**src/rtl/assert_macros.svh**
```systemverilog
// Assertion helpers for the RTL.
// Each macro expands to a concurrent assertion in simulation and to nothing
// in synthesis.
`ifndef ASSERT_MACROS_SVH
`define ASSERT_MACROS_SVH

`ifndef SYNTHESIS

// Check that a condition holds at every clock edge out of reset.
`define ASSERT_ALWAYS(label, clk, rst_n, cond) \
	label: assert property (@(posedge clk) disable iff (!rst_n) (cond)) \
		else $error("assertion failed");

// Check that a consequent holds in the cycle after an antecedent.
`define ASSERT_NEXT(label, clk, rst_n, ante, cons) \
	label: assert property (@(posedge clk) disable iff (!rst_n) (ante) |=> (cons)) \
		else $error("assertion failed");

// Check that a consequent holds in the same cycle as an antecedent.
`define ASSERT_IMPL(label, clk, rst_n, ante, cons) \
	label: assert property (@(posedge clk) disable iff (!rst_n) (ante) |-> (cons)) \
		else $error("assertion failed");

`else

`define ASSERT_ALWAYS(label, clk, rst_n, cond)
`define ASSERT_NEXT(label, clk, rst_n, ante, cons)
`define ASSERT_IMPL(label, clk, rst_n, ante, cons)

`endif

`endif

```
**src/rtl/azt_pkg.sv**
```systemverilog
`timescale 1ns / 1ps

package azt_pkg;

	// Breakpoint registers in the register map
	localparam int NUM_POINT_REGS = 4;

	// Control kinds carried on the input side
	localparam logic [1:0] KIND_AXIS   = 2'd0;
	localparam logic [1:0] KIND_BUTTON = 2'd1;
	localparam logic [1:0] KIND_HAT    = 2'd2;

	// Register indexes (byte address = 4 * index)
	localparam logic [2:0] REG_DEVICE   = 3'd0;
	localparam logic [2:0] REG_AXIS     = 3'd1;
	localparam logic [2:0] REG_POINTS   = 3'd2;
	localparam logic [2:0] REG_POINT_0  = 3'd3;
	localparam logic [2:0] REG_POINT_1  = 3'd4;
	localparam logic [2:0] REG_POINT_2  = 3'd5;
	localparam logic [2:0] REG_POINT_3  = 3'd6;
	localparam logic [2:0] REG_DISABLED = 3'd7;

	// Configuration seen by the evaluation logic
	typedef struct packed {
		logic [3:0]                           watched_device;
		logic [3:0]                           watched_axis;
		logic [2:0]                           points_in_use;
		logic [NUM_POINT_REGS-1:0][15:0]      point;
		logic                                 disabled;
	} cfg_t;

	// One control-change event
	typedef struct packed {
		logic [3:0]         device_id;
		logic [1:0]         control_kind;
		logic [3:0]         control_number;
		logic signed [15:0] axis_value;
	} evt_t;

	// One result item
	typedef struct packed {
		logic [2:0] zone_after;
		logic [2:0] action_zone;
		logic       action_taken;
		logic       triggered;
	} res_t;

endpackage

```
**src/rtl/azt_regs.sv**
```systemverilog
`timescale 1ns / 1ps

module azt_regs (
	input  logic              clk,
	input  logic              arst_n,
	input  logic              psel,
	input  logic              penable,
	input  logic              pwrite,
	input  logic [4:0]        paddr,
	input  logic [31:0]       pwdata,
	output logic [31:0]       prdata,
	output logic              pready,
	output azt_pkg::cfg_t     cfg
);
	import azt_pkg::*;

	logic [3:0]  watched_device_q;
	logic [3:0]  watched_axis_q;
	logic [2:0]  points_in_use_q;
	logic [NUM_POINT_REGS-1:0][15:0] point_q;
	logic        disabled_q;
	logic        wr_en;
	logic [2:0]  reg_idx;

	assign pready  = 1'b1;
	assign wr_en   = psel && penable && pwrite && pready;
	assign reg_idx = paddr[4:2];

	// Update the addressed register on a write transfer
	always_ff @(posedge clk or negedge arst_n) begin
		if (!arst_n) begin
			watched_device_q <= 4'd0;
			watched_axis_q   <= 4'd0;
			points_in_use_q  <= 3'd1;
			point_q          <= '0;
			disabled_q       <= 1'b0;
		end else if (wr_en) begin
			case (reg_idx)
				REG_DEVICE:   watched_device_q <= pwdata[3:0];
				REG_AXIS:     watched_axis_q   <= pwdata[3:0];
				REG_POINTS:   points_in_use_q  <= pwdata[2:0];
				REG_POINT_0:  point_q[0]       <= pwdata[15:0];
				REG_POINT_1:  point_q[1]       <= pwdata[15:0];
				REG_POINT_2:  point_q[2]       <= pwdata[15:0];
				REG_POINT_3:  point_q[3]       <= pwdata[15:0];
				REG_DISABLED: disabled_q       <= pwdata[0];
				default: ;
			endcase
		end
	end

	// Return the addressed register, sign-extending breakpoints
	always_comb begin
		case (reg_idx)
			REG_DEVICE:   prdata = {28'd0, watched_device_q};
			REG_AXIS:     prdata = {28'd0, watched_axis_q};
			REG_POINTS:   prdata = {29'd0, points_in_use_q};
			REG_POINT_0:  prdata = {{16{point_q[0][15]}}, point_q[0]};
			REG_POINT_1:  prdata = {{16{point_q[1][15]}}, point_q[1]};
			REG_POINT_2:  prdata = {{16{point_q[2][15]}}, point_q[2]};
			REG_POINT_3:  prdata = {{16{point_q[3][15]}}, point_q[3]};
			REG_DISABLED: prdata = {31'd0, disabled_q};
			default:      prdata = 32'd0;
		endcase
	end

	assign cfg.watched_device = watched_device_q;
	assign cfg.watched_axis   = watched_axis_q;
	assign cfg.points_in_use  = points_in_use_q;
	assign cfg.point          = point_q;
	assign cfg.disabled       = disabled_q;

endmodule

```
**src/rtl/azt_eval.sv**
```systemverilog
`timescale 1ns / 1ps

module azt_eval #(
	parameter int MAX_POINTS = 4
) (
	input  azt_pkg::cfg_t cfg,
	input  logic [2:0]    zone,
	input  azt_pkg::evt_t evt,
	output azt_pkg::res_t res
);
	import azt_pkg::*;

	localparam logic [2:0] MAX_N = 3'(MAX_POINTS);

	logic [2:0]         n;
	logic [2:0]         z;
	logic               match;
	logic               first;
	logic               last;
	logic               other;
	logic               step_up;
	logic               step_down;
	logic               trig;
	logic               act;
	logic [2:0]         nz;
	logic [2:0]         exact_zone;
	logic [2:0]         cnt;
	logic signed [15:0] v;

	// Breakpoint at a zone index; only the low bits select a register
	function automatic logic signed [15:0] pt(input logic [2:0] idx);
		return $signed(cfg.point[idx[1:0]]);
	endfunction

	assign v = evt.axis_value;

	// Clamp the breakpoint count and the stored zone
	always_comb begin
		if (cfg.points_in_use == 3'd0) begin
			n = 3'd1;
		end else if (cfg.points_in_use > MAX_N) begin
			n = MAX_N;
		end else begin
			n = cfg.points_in_use;
		end
		z = (zone > n) ? n : zone;
	end

	// Detect a step across the bounds of the stored zone
	always_comb begin
		match = (evt.device_id == cfg.watched_device) &&
		        (evt.control_kind == KIND_AXIS) &&
		        (evt.control_number == cfg.watched_axis);
		first = (z == 3'd0);
		last  = (z == n);
		other = !first && !last;
		step_up   = match && ((first && (v >= pt(3'd0))) || (other && (v >= pt(z))));
		step_down = match && !step_up &&
		            ((last && (v < pt(n - 3'd1))) || (other && (v < pt(z - 3'd1))));
		trig = step_up || step_down;
		act  = trig && !cfg.disabled;
		if (step_up) begin
			nz = z + 3'd1;
		end else if (step_down) begin
			nz = z - 3'd1;
		end else begin
			nz = 3'd0;
		end
	end

	// Recompute the zone exactly from the value
	always_comb begin
		cnt = 3'd0;
		for (int i = 0; i < NUM_POINT_REGS; i++) begin
			if ((3'(i) < n) && ($signed(cfg.point[i]) <= v)) begin
				cnt = cnt + 3'd1;
			end
		end
		if (v <= pt(3'd0)) begin
			exact_zone = 3'd0;
		end else if (v >= pt(n - 3'd1)) begin
			exact_zone = n;
		end else begin
			exact_zone = cnt;
		end
	end

	assign res.triggered    = trig;
	assign res.action_taken = act;
	assign res.action_zone  = nz;
	assign res.zone_after   = act ? exact_zone : zone;

endmodule

```
**src/rtl/axis_zone_tracker.sv**
```systemverilog
`timescale 1ns / 1ps
// Axis zone tracker.
// Input stream s_axis: one control-change event per transfer. s_axis_tdata
// carries device id, control number and the Q15 axis value; s_axis_tuser
// carries the control kind. Every event gives exactly one result on m_axis:
// trigger flag, action flag, the zone whose action fires and the stored zone.
// The APB port sets the watched device and axis, up to four ascending
// breakpoints, the count in use and a disable bit; write it only while idle.
// The event waits in the input register, then the breakpoint compares and
// the zone register update load the output register, which drives m_axis.
// Throughput is one event per cycle while m_axis_tready is high; the zone
// register is read and written in the same cycle, so each event sees the
// zone left by the one before it.
// A stalled receiver holds the output register; one more event still enters
// the input register, after which s_axis_tready drops until m_axis_tready.
// Reset empties both registers, sets the stored zone to 0 and loads the
// register defaults (one breakpoint in use, all breakpoints 0).

module axis_zone_tracker #(
	parameter int MAX_POINTS = 4
) (
	input  logic        clk,
	input  logic        arst_n,
	// APB configuration
	input  logic        psel,
	input  logic        penable,
	input  logic        pwrite,
	input  logic [4:0]  paddr,
	input  logic [31:0] pwdata,
	output logic [31:0] prdata,
	output logic        pready,
	// Event stream
	input  logic        s_axis_tvalid,
	output logic        s_axis_tready,
	// [3:0] device_id, [7:4] control_number, [23:8] axis_value
	input  logic [23:0] s_axis_tdata,
	// [1:0] control_kind
	input  logic [1:0]  s_axis_tuser,
	// Result stream
	output logic        m_axis_tvalid,
	input  logic        m_axis_tready,
	// [0] triggered, [1] action_taken, [4:2] action_zone, [7:5] zone_after
	output logic [7:0]  m_axis_tdata
);
	import azt_pkg::*;

	`include "assert_macros.svh"

	cfg_t       cfg;
	evt_t       evt_s1;
	logic       valid_s1;
	res_t       res;
	res_t       res_s2;
	logic       valid_s2;
	logic [2:0] zone_q;
	logic       in_xfer;
	logic       adv_s1;

	azt_regs u_regs (
		.clk     (clk),
		.arst_n  (arst_n),
		.psel    (psel),
		.penable (penable),
		.pwrite  (pwrite),
		.paddr   (paddr),
		.pwdata  (pwdata),
		.prdata  (prdata),
		.pready  (pready),
		.cfg     (cfg)
	);

	azt_eval #(
		.MAX_POINTS (MAX_POINTS)
	) u_eval (
		.cfg  (cfg),
		.zone (zone_q),
		.evt  (evt_s1),
		.res  (res)
	);

	// Advance the input register when the output register is free or drains
	assign adv_s1        = valid_s1 && (!valid_s2 || m_axis_tready);
	assign s_axis_tready = !valid_s1 || adv_s1;
	assign in_xfer       = s_axis_tvalid && s_axis_tready;

	// Track occupancy of both stages and update the stored zone
	always_ff @(posedge clk or negedge arst_n) begin
		if (!arst_n) begin
			valid_s1 <= 1'b0;
			valid_s2 <= 1'b0;
			zone_q   <= 3'd0;
		end else begin
			if (in_xfer) begin
				valid_s1 <= 1'b1;
			end else if (adv_s1) begin
				valid_s1 <= 1'b0;
			end
			if (adv_s1) begin
				valid_s2 <= 1'b1;
				zone_q   <= res.zone_after;
			end else if (m_axis_tready) begin
				valid_s2 <= 1'b0;
			end
		end
	end

	// Capture the event fields on an input transfer
	always_ff @(posedge clk) begin
		if (in_xfer) begin
			evt_s1.device_id      <= s_axis_tdata[3:0];
			evt_s1.control_number <= s_axis_tdata[7:4];
			evt_s1.axis_value     <= s_axis_tdata[23:8];
			evt_s1.control_kind   <= s_axis_tuser;
		end
	end

	// Load the result when the event leaves the input register
	always_ff @(posedge clk) begin
		if (adv_s1) begin
			res_s2 <= res;
		end
	end

	assign m_axis_tvalid = valid_s2;
	assign m_axis_tdata  = {res_s2.zone_after, res_s2.action_zone,
	                        res_s2.action_taken, res_s2.triggered};

	// The stored zone never passes the largest breakpoint count
	`ASSERT_ALWAYS(a_zone_range, clk, arst_n, zone_q <= 3'(MAX_POINTS))
	// The stored zone moves only when an event is evaluated
	`ASSERT_NEXT(a_zone_hold, clk, arst_n, !adv_s1, $stable(zone_q))
	// A waiting result reports the zone currently stored
	`ASSERT_IMPL(a_zone_match, clk, arst_n, valid_s2, res_s2.zone_after == zone_q)
	// An action fires only for a triggering event
	`ASSERT_IMPL(a_act_trig, clk, arst_n, valid_s2 && res_s2.action_taken,
		res_s2.triggered)
	// A silent event reports zone 0 as its action zone
	`ASSERT_IMPL(a_quiet_zone, clk, arst_n, valid_s2 && !res_s2.triggered,
		res_s2.action_zone == 3'd0)

endmodule
```
**config.mk**
```make
export PLATFORM = sky130hd
export DESIGN_NAME = axis_zone_tracker
export DESIGN_NICKNAME = d
export VERILOG_FILES = /design/src/rtl/azt_pkg.sv /design/src/rtl/azt_regs.sv /design/src/rtl/azt_eval.sv /design/src/rtl/axis_zone_tracker.sv
export VERILOG_INCLUDE_DIRS = /design/src /design/src/rtl
export SDC_FILE = /design/constraint.sdc
export NUM_CORES = 1
export LEC_CHECK = 0
export ABC_AREA = 1
export BUFFER_PORTS_ARGS = -buffer_cell sky130_fd_sc_hd__buf_4
export CORE_ASPECT_RATIO = 0.9
export CORE_MARGIN = 2
export CORE_UTILIZATION = 42
export CTS_BUF_LIST = sky130_fd_sc_hd__clkbuf_4
export DETAILED_ROUTE_END_ITERATION = 7
export PLACE_DENSITY_LB_ADDON = 0.15
export SLEW_MARGIN = 5
export SYNTH_ARGS = -nofsm -noshare
export SYNTH_HDL_FRONTEND = slang
export SYNTH_SLANG_ARGS = --single-unit
```
**constraint.sdc**
```tcl
create_clock -name clk -period 10.66 [get_ports clk]
set_input_delay 0.533 -clock clk [delete_from_list [all_inputs] [get_ports clk]]
set_output_delay 0.533 -clock clk [all_outputs]
set_load 0.02 [all_outputs]
```
# [Yosys cells after proc, flatten, opt, wreduce, memory -nomap -nowiden]
# Index checks and enable logic that the tools add are counted.
[op_classes] add_sub_neg=6 order_cmp=19 eq_ne=10 muxes=23 reduce_logical=44
[op_table] operator="one-hot mux 32 bit (8 select lines)" n=1
[op_table] operator="binary-select mux 16 bit (select 2 bit)" n=3
[op_table] operator="<= comparator 16 bit" n=5
[op_table] operator=">= comparator 16 bit" n=3
[op_table] operator="two-way mux 16 bit" n=3
[op_table] operator="two-way mux 3 bit" n=11
[op_table] operator="< comparator 16 bit" n=2
[op_table] operator="logical AND 1 bit" n=19
[op_table] operator="AND reduction 2 bit" n=8
[op_table] operator="equality test 3 bit, second input constant" n=4
[op_table] operator="adder 3 x 1 -> 3 bit, second input constant" n=3
[op_table] operator="zero test 3 bit" n=3
[op_table] operator="< comparator 2 x 3 -> 1 bit, second input constant" n=3
[op_table] operator="equality test 4 bit" n=2
[op_table] operator="equality test 3 x 2 -> 1 bit, second input constant" n=2
[op_table] operator="zero test 1 bit" n=6
[op_table] operator="< comparator 1 x 3 -> 1 bit, first input constant" n=2
[op_table] operator="< comparator 2 x 3 -> 1 bit, first input constant" n=2
[op_table] operator="logical OR 1 bit" n=5
[op_table] operator="two-way mux 1 bit" n=5
[op_table] operator="nonzero test 2 bit" n=2
[op_table] operator="equality test 3 x 1 -> 1 bit, second input constant" n=1
[op_table] operator="equality test 3 bit" n=1
[op_table] operator="greater-than comparator 3 bit" n=1
[op_table] operator="5 further kinds" n=5
[word_totals] register_bits=115 input_bits=70 word_cells=121

# [Longest topological paths before layout]
[depth] depth_word=17 mapped_depth=37

# [Cells and area by module]
# Synthesis repeated with hierarchy kept, for this count alone.
[unflattened] cells_unflattened=1261 area_unflattened_um2=9706.8
[by_module_without_submodules] mod="azt_eval" n_inst=1 cells_each=773 area_per_inst_um2=4744.6
[by_module_without_submodules] mod="azt_regs" n_inst=1 cells_each=431 area_per_inst_um2=3741.1
[by_module_without_submodules] mod="axis_zone_tracker" n_inst=1 cells_each=57 area_per_inst_um2=1221.2

# [Worst setup path after synthesis]
# OpenSTA, ideal clock, no wires.
[synth_path] path_type="flip-flop to flip-flop" start="register u_regs.points_in_use_q[0]" end="register res_s2, in the netlist m_axis_tdata[5] (data pin)" setup_time_ps=255 arrival_time_ps=4782 required_time_ps=10405 slack_ps=5623 path_stages_with_launch=30 n_path_buf=4 synth_period_minus_slack_ps=5037 cell_sequence="dfstp_2 > inv_1 > a21oi_2 > clkbuf_1 > clkbuf_1 > ha_1 > nand3_1 > nand3_2 > nand2_4 > clkbuf_1 > inv_1 > ha_1 > inv_1 > clkbuf_1 > o21ai_0 > a21oi_1 > nor2_1 > ha_1 > a21oi_1 > nor2_1 > a211oi_1 > o221a_2 > nand2_1 > nand2_1 > nand3_1 > nand2_2 > nand2_4 > nand2_4 > nand3_1 > and2_1"
[synth_lines] element="start: declaration" line="azt_regs.sv:19" rtl="logic [2:0] points_in_use_q;"
[synth_lines] element="start signal: assignment" line="azt_regs.sv:41" rtl="REG_POINTS: points_in_use_q <= pwdata[2:0];"
[synth_lines] element="end signal: assignment" line="axis_zone_tracker.sv:120" rtl="res_s2 <= res;"
[synth_lines] element="end: declaration" line="axis_zone_tracker.sv:53" rtl="res_t res_s2;"

==> impl_metrics.ini <==
[status]
outcome = complete, no violations

[pwr]
leakage_nw = 4.99
power.switching_mw = 1.14
swShare_pct = 49.4
ir_drop_mv = 0.104
clkPwrFrac_pct = 15.6
p_total_mw = 2.31
seqPwrFrac_pct = 27.2
combPwrFrac_pct = 57.2
internal_power_mw = 1.17
p_per_area_mw_per_mm2 = 220

[detailed_routing]
detail-route-antenna-nets = 0
vias = 8793
avgRoutedWirePerCell_um = 18.0
drc = 0
first_iter_violations = 694
firstDrtPassIters = 5
vias_per_cell = 5.50
top_layer_used = met5
wl_met3_mm = 2.11
met2WireLength_mm = 12.8
routed_wl_mm = 28.8
wl_met1_mm = 13.2

[setup_path]
critical_path_class = flip-flop to flip-flop
worstPathArrival_ns = 6.80
crit_path_start_kind = flip-flop
cpPeakStageDelay_ns = 0.62
cp.required_ns = 10.99
slowest_stage = inv_1
cp_max_fo = 50
path_delay_family = compound AO/OA/AOI/OAI gates
cp-end-kind = flip-flop
rrSetupSlack_ns = 4.19
path_buf_inv = 5

[clocking]
cts_buffer_depth = 2
clkTransAtPathRegs_ns = 0.14
clockRootBuffer = clkbuf_4
clock_sinks = 115
cts_setup_buffers = 0
cts_tree = done
cts_resized = 0
clock_latency_ns = 0.57
htree_levels = 4
cts_buffers = 17

[synth]
ys_async_sr_fraction_pct = 70.4
synthCells = 1231
synthTopCellsByCount = a21oi_1 (189), nand2_1 (189), o21ai_0 (182), inv_1 (147), ha_1 (120)
netlist.area_leader.share_pct = 21.6
synth_area_per_cell_sq_um = 7.53
ys_seq_area_share_pct = 32.9
ys.flop_type = dfrtp_1
synthTopCellsByArea = dfrtp_1 (22%), ha_1 (16%), edfxtp_1 (11%)
yosysTopAreaCell = dfrtp_1
synth_cell_types = 47
synth_area_sq_mm = 0.00927
ys_ff_latch = 115
synth_fp_nets = 1421
synth-warning-count = 0
synth_edf_count = 34

[global_routing]
antenna_found_initial = 2
grt_pass1_vias = 8108
grt_max_degree = 68
grt_pass1_wl_mm = 44.8
grtUsageTotal_pct = 25.0
gr-total-overflow = 0

[floorplanning]
dieArea_sq_mm = 0.0233
rows = 51
core_area_sq_mm = 0.0216
pin_count = 113
die_w_um = 161
initial_core_util_pct = 42.9
die_h_um = 145

[timing]
worst_pin_slew_ns = 1.01
slew_headroom_pct = 32.6
hold_viol = 0
finalSetupViolCount = 0
setup-tns-final_ns = 0
fin_skew_ns = 0.0253
holdWs_ns = 0.122
max_freq_mhz = 155
maxSlewViolCount = 0
final.min_clock_period_ns = 6.47
rsz0062_at_grt = no
timing.final.crit_share_pct = 60.7

[layout]
fin_nets = 1485
drive_gt1_share_pct = 13.3
finish.utilization_pct = 48.5
area_growth_pct = 13.3
n_fill_cell = 2190

[min_path]
hp-class = input pin to flip-flop

[placed_design]
place.gp.congestion = 0.915
portBuffers = 93
dp_hpwl_mm = 20.6

[run]
cap_violations = 0
[power groups by stage]
stage | clock [mW] | combinational (mW) | sequential [mW]
floorplan | 0 | 0.964 | 0.603
global placement | 0 | 1.28 | 0.637
detailed placement | 0 | 1.30 | 0.636
CTS | 0.369 | 1.31 | 0.628
global route | 0.387 | 1.51 | 0.640
finish | 0.360 | 1.32 | 0.629
[layout make-up]
type	instances	area [sq um]	share of cell area, %
Clock buffer	17	128	1.22
Tap cell	291	364	3.47
Antenna cell	1	2.50	0.0238
Clock inverter	15	180	1.72
Inverter	152	571	5.43
Sequential cell	115	3050	29.0
Timing Repair Buffer	106	798	7.60
Multi-Input combinational cell	903	5410	51.5
[cell usage in the layout, fill, tap and decap left out, drive strengths merged, types with 3 or more instances in the layout]
cell	n
clkinv	6
nor3	11
o211ai	8
inv	156
nand4	13
buf	105
dfrtp	80
clkbuf	17
o22ai	7
o21a	5
xnor2	4
a211oi	4
a21oi	192
xor2	7
bufinv	3
ha	120
nand3	34
o21ai	187
edfxtp	34
and2	3
nor2	78
nor4	6
nand2	202
[worst paths after layout]
| check | startpoint | end | cells past startpoint |
|---|---|---|---|
| hold / removal | s_axis_tdata[14] | evt_s1[6] | 1 |
| max in group asynchronous | arst_n | m_axis_tvalid | 3 |
| setup / recovery | u_regs.points_in_use_q[0] | m_axis_tdata[7] | 28 |
| setup reg to reg | u_regs.points_in_use_q[0] | m_axis_tdata[7] | 28 |
| hold reg to reg | zone_q[2] | zone_q[2] | 2 |
| min in group asynchronous | arst_n | u_regs.cfg[56] | 2 |
[worst reg2reg max path: cells and delay by family, from the launching register on]
family | cells | cell delay, ns
adder cells (fa/ha/maj) | 3 | 1.04
buffers and inverters | 5 | 1.67
flip-flops | 1 | 0.59
AO/OA/AOI/OAI | 7 | 1.77
AND/OR/NAND/NOR | 13 | 1.17
[what timing repair did]
action | 4_1_cts | 5_1_grt
setup endpoints to repair | 0 | 0
hold buffers | 1 | 0
endpoints found under the hold margin | 36 | 0
[sequential cells by signal, indices dropped and copies added (netlist names), 3 cells and up]
signal,flops
zone_q,3
u_regs.points_in_use_q,3
m_axis_tdata,8
u_regs.watched_axis_q,4
evt_s1,26
u_regs.watched_device_q,4
u_regs.cfg,64
[logic make-up (layout without fill, tap and decap cells)]
| kind of cell | count (synthesis) | in the layout | synth area share, % |
|---|---|---|---|
| flip-flops | 115 | 115 | 32.9 |
| other | 1 | 2 | 0.0404 |
| XOR/XNOR | 11 | 11 | 1.04 |
| AO/OA/AOI/OAI | 420 | 420 | 24.2 |
| buffers and inverters | 213 | 290 | 9.38 |
| adder cells (fa/ha/maj) | 120 | 120 | 16.2 |
| AND/OR/NAND/NOR | 351 | 351 | 16.3 |
[metal layers]
layer | up-vias | track usage, %
met2 | 336 | 38.7
met1 | 4054 | 34.6
li1 | 4345 | -
met4 | 2 | 7.93
met3 | 56 | 5.83
met5 | - | 0
[metrics by stage]
stage	setup slack (ns)	instances	instance area, sq um
6_report	4.19	1600	10500
3_5_place_dp	4.25	1566	10200
4_1_cts	4.24	1599	10500
2_1_floorplan	5.62	1231	9270
3_3_place_gp	4.33	1566	10200
5_1_grt	3.76	1600	10500
Power figures use the tool's default switching activity.
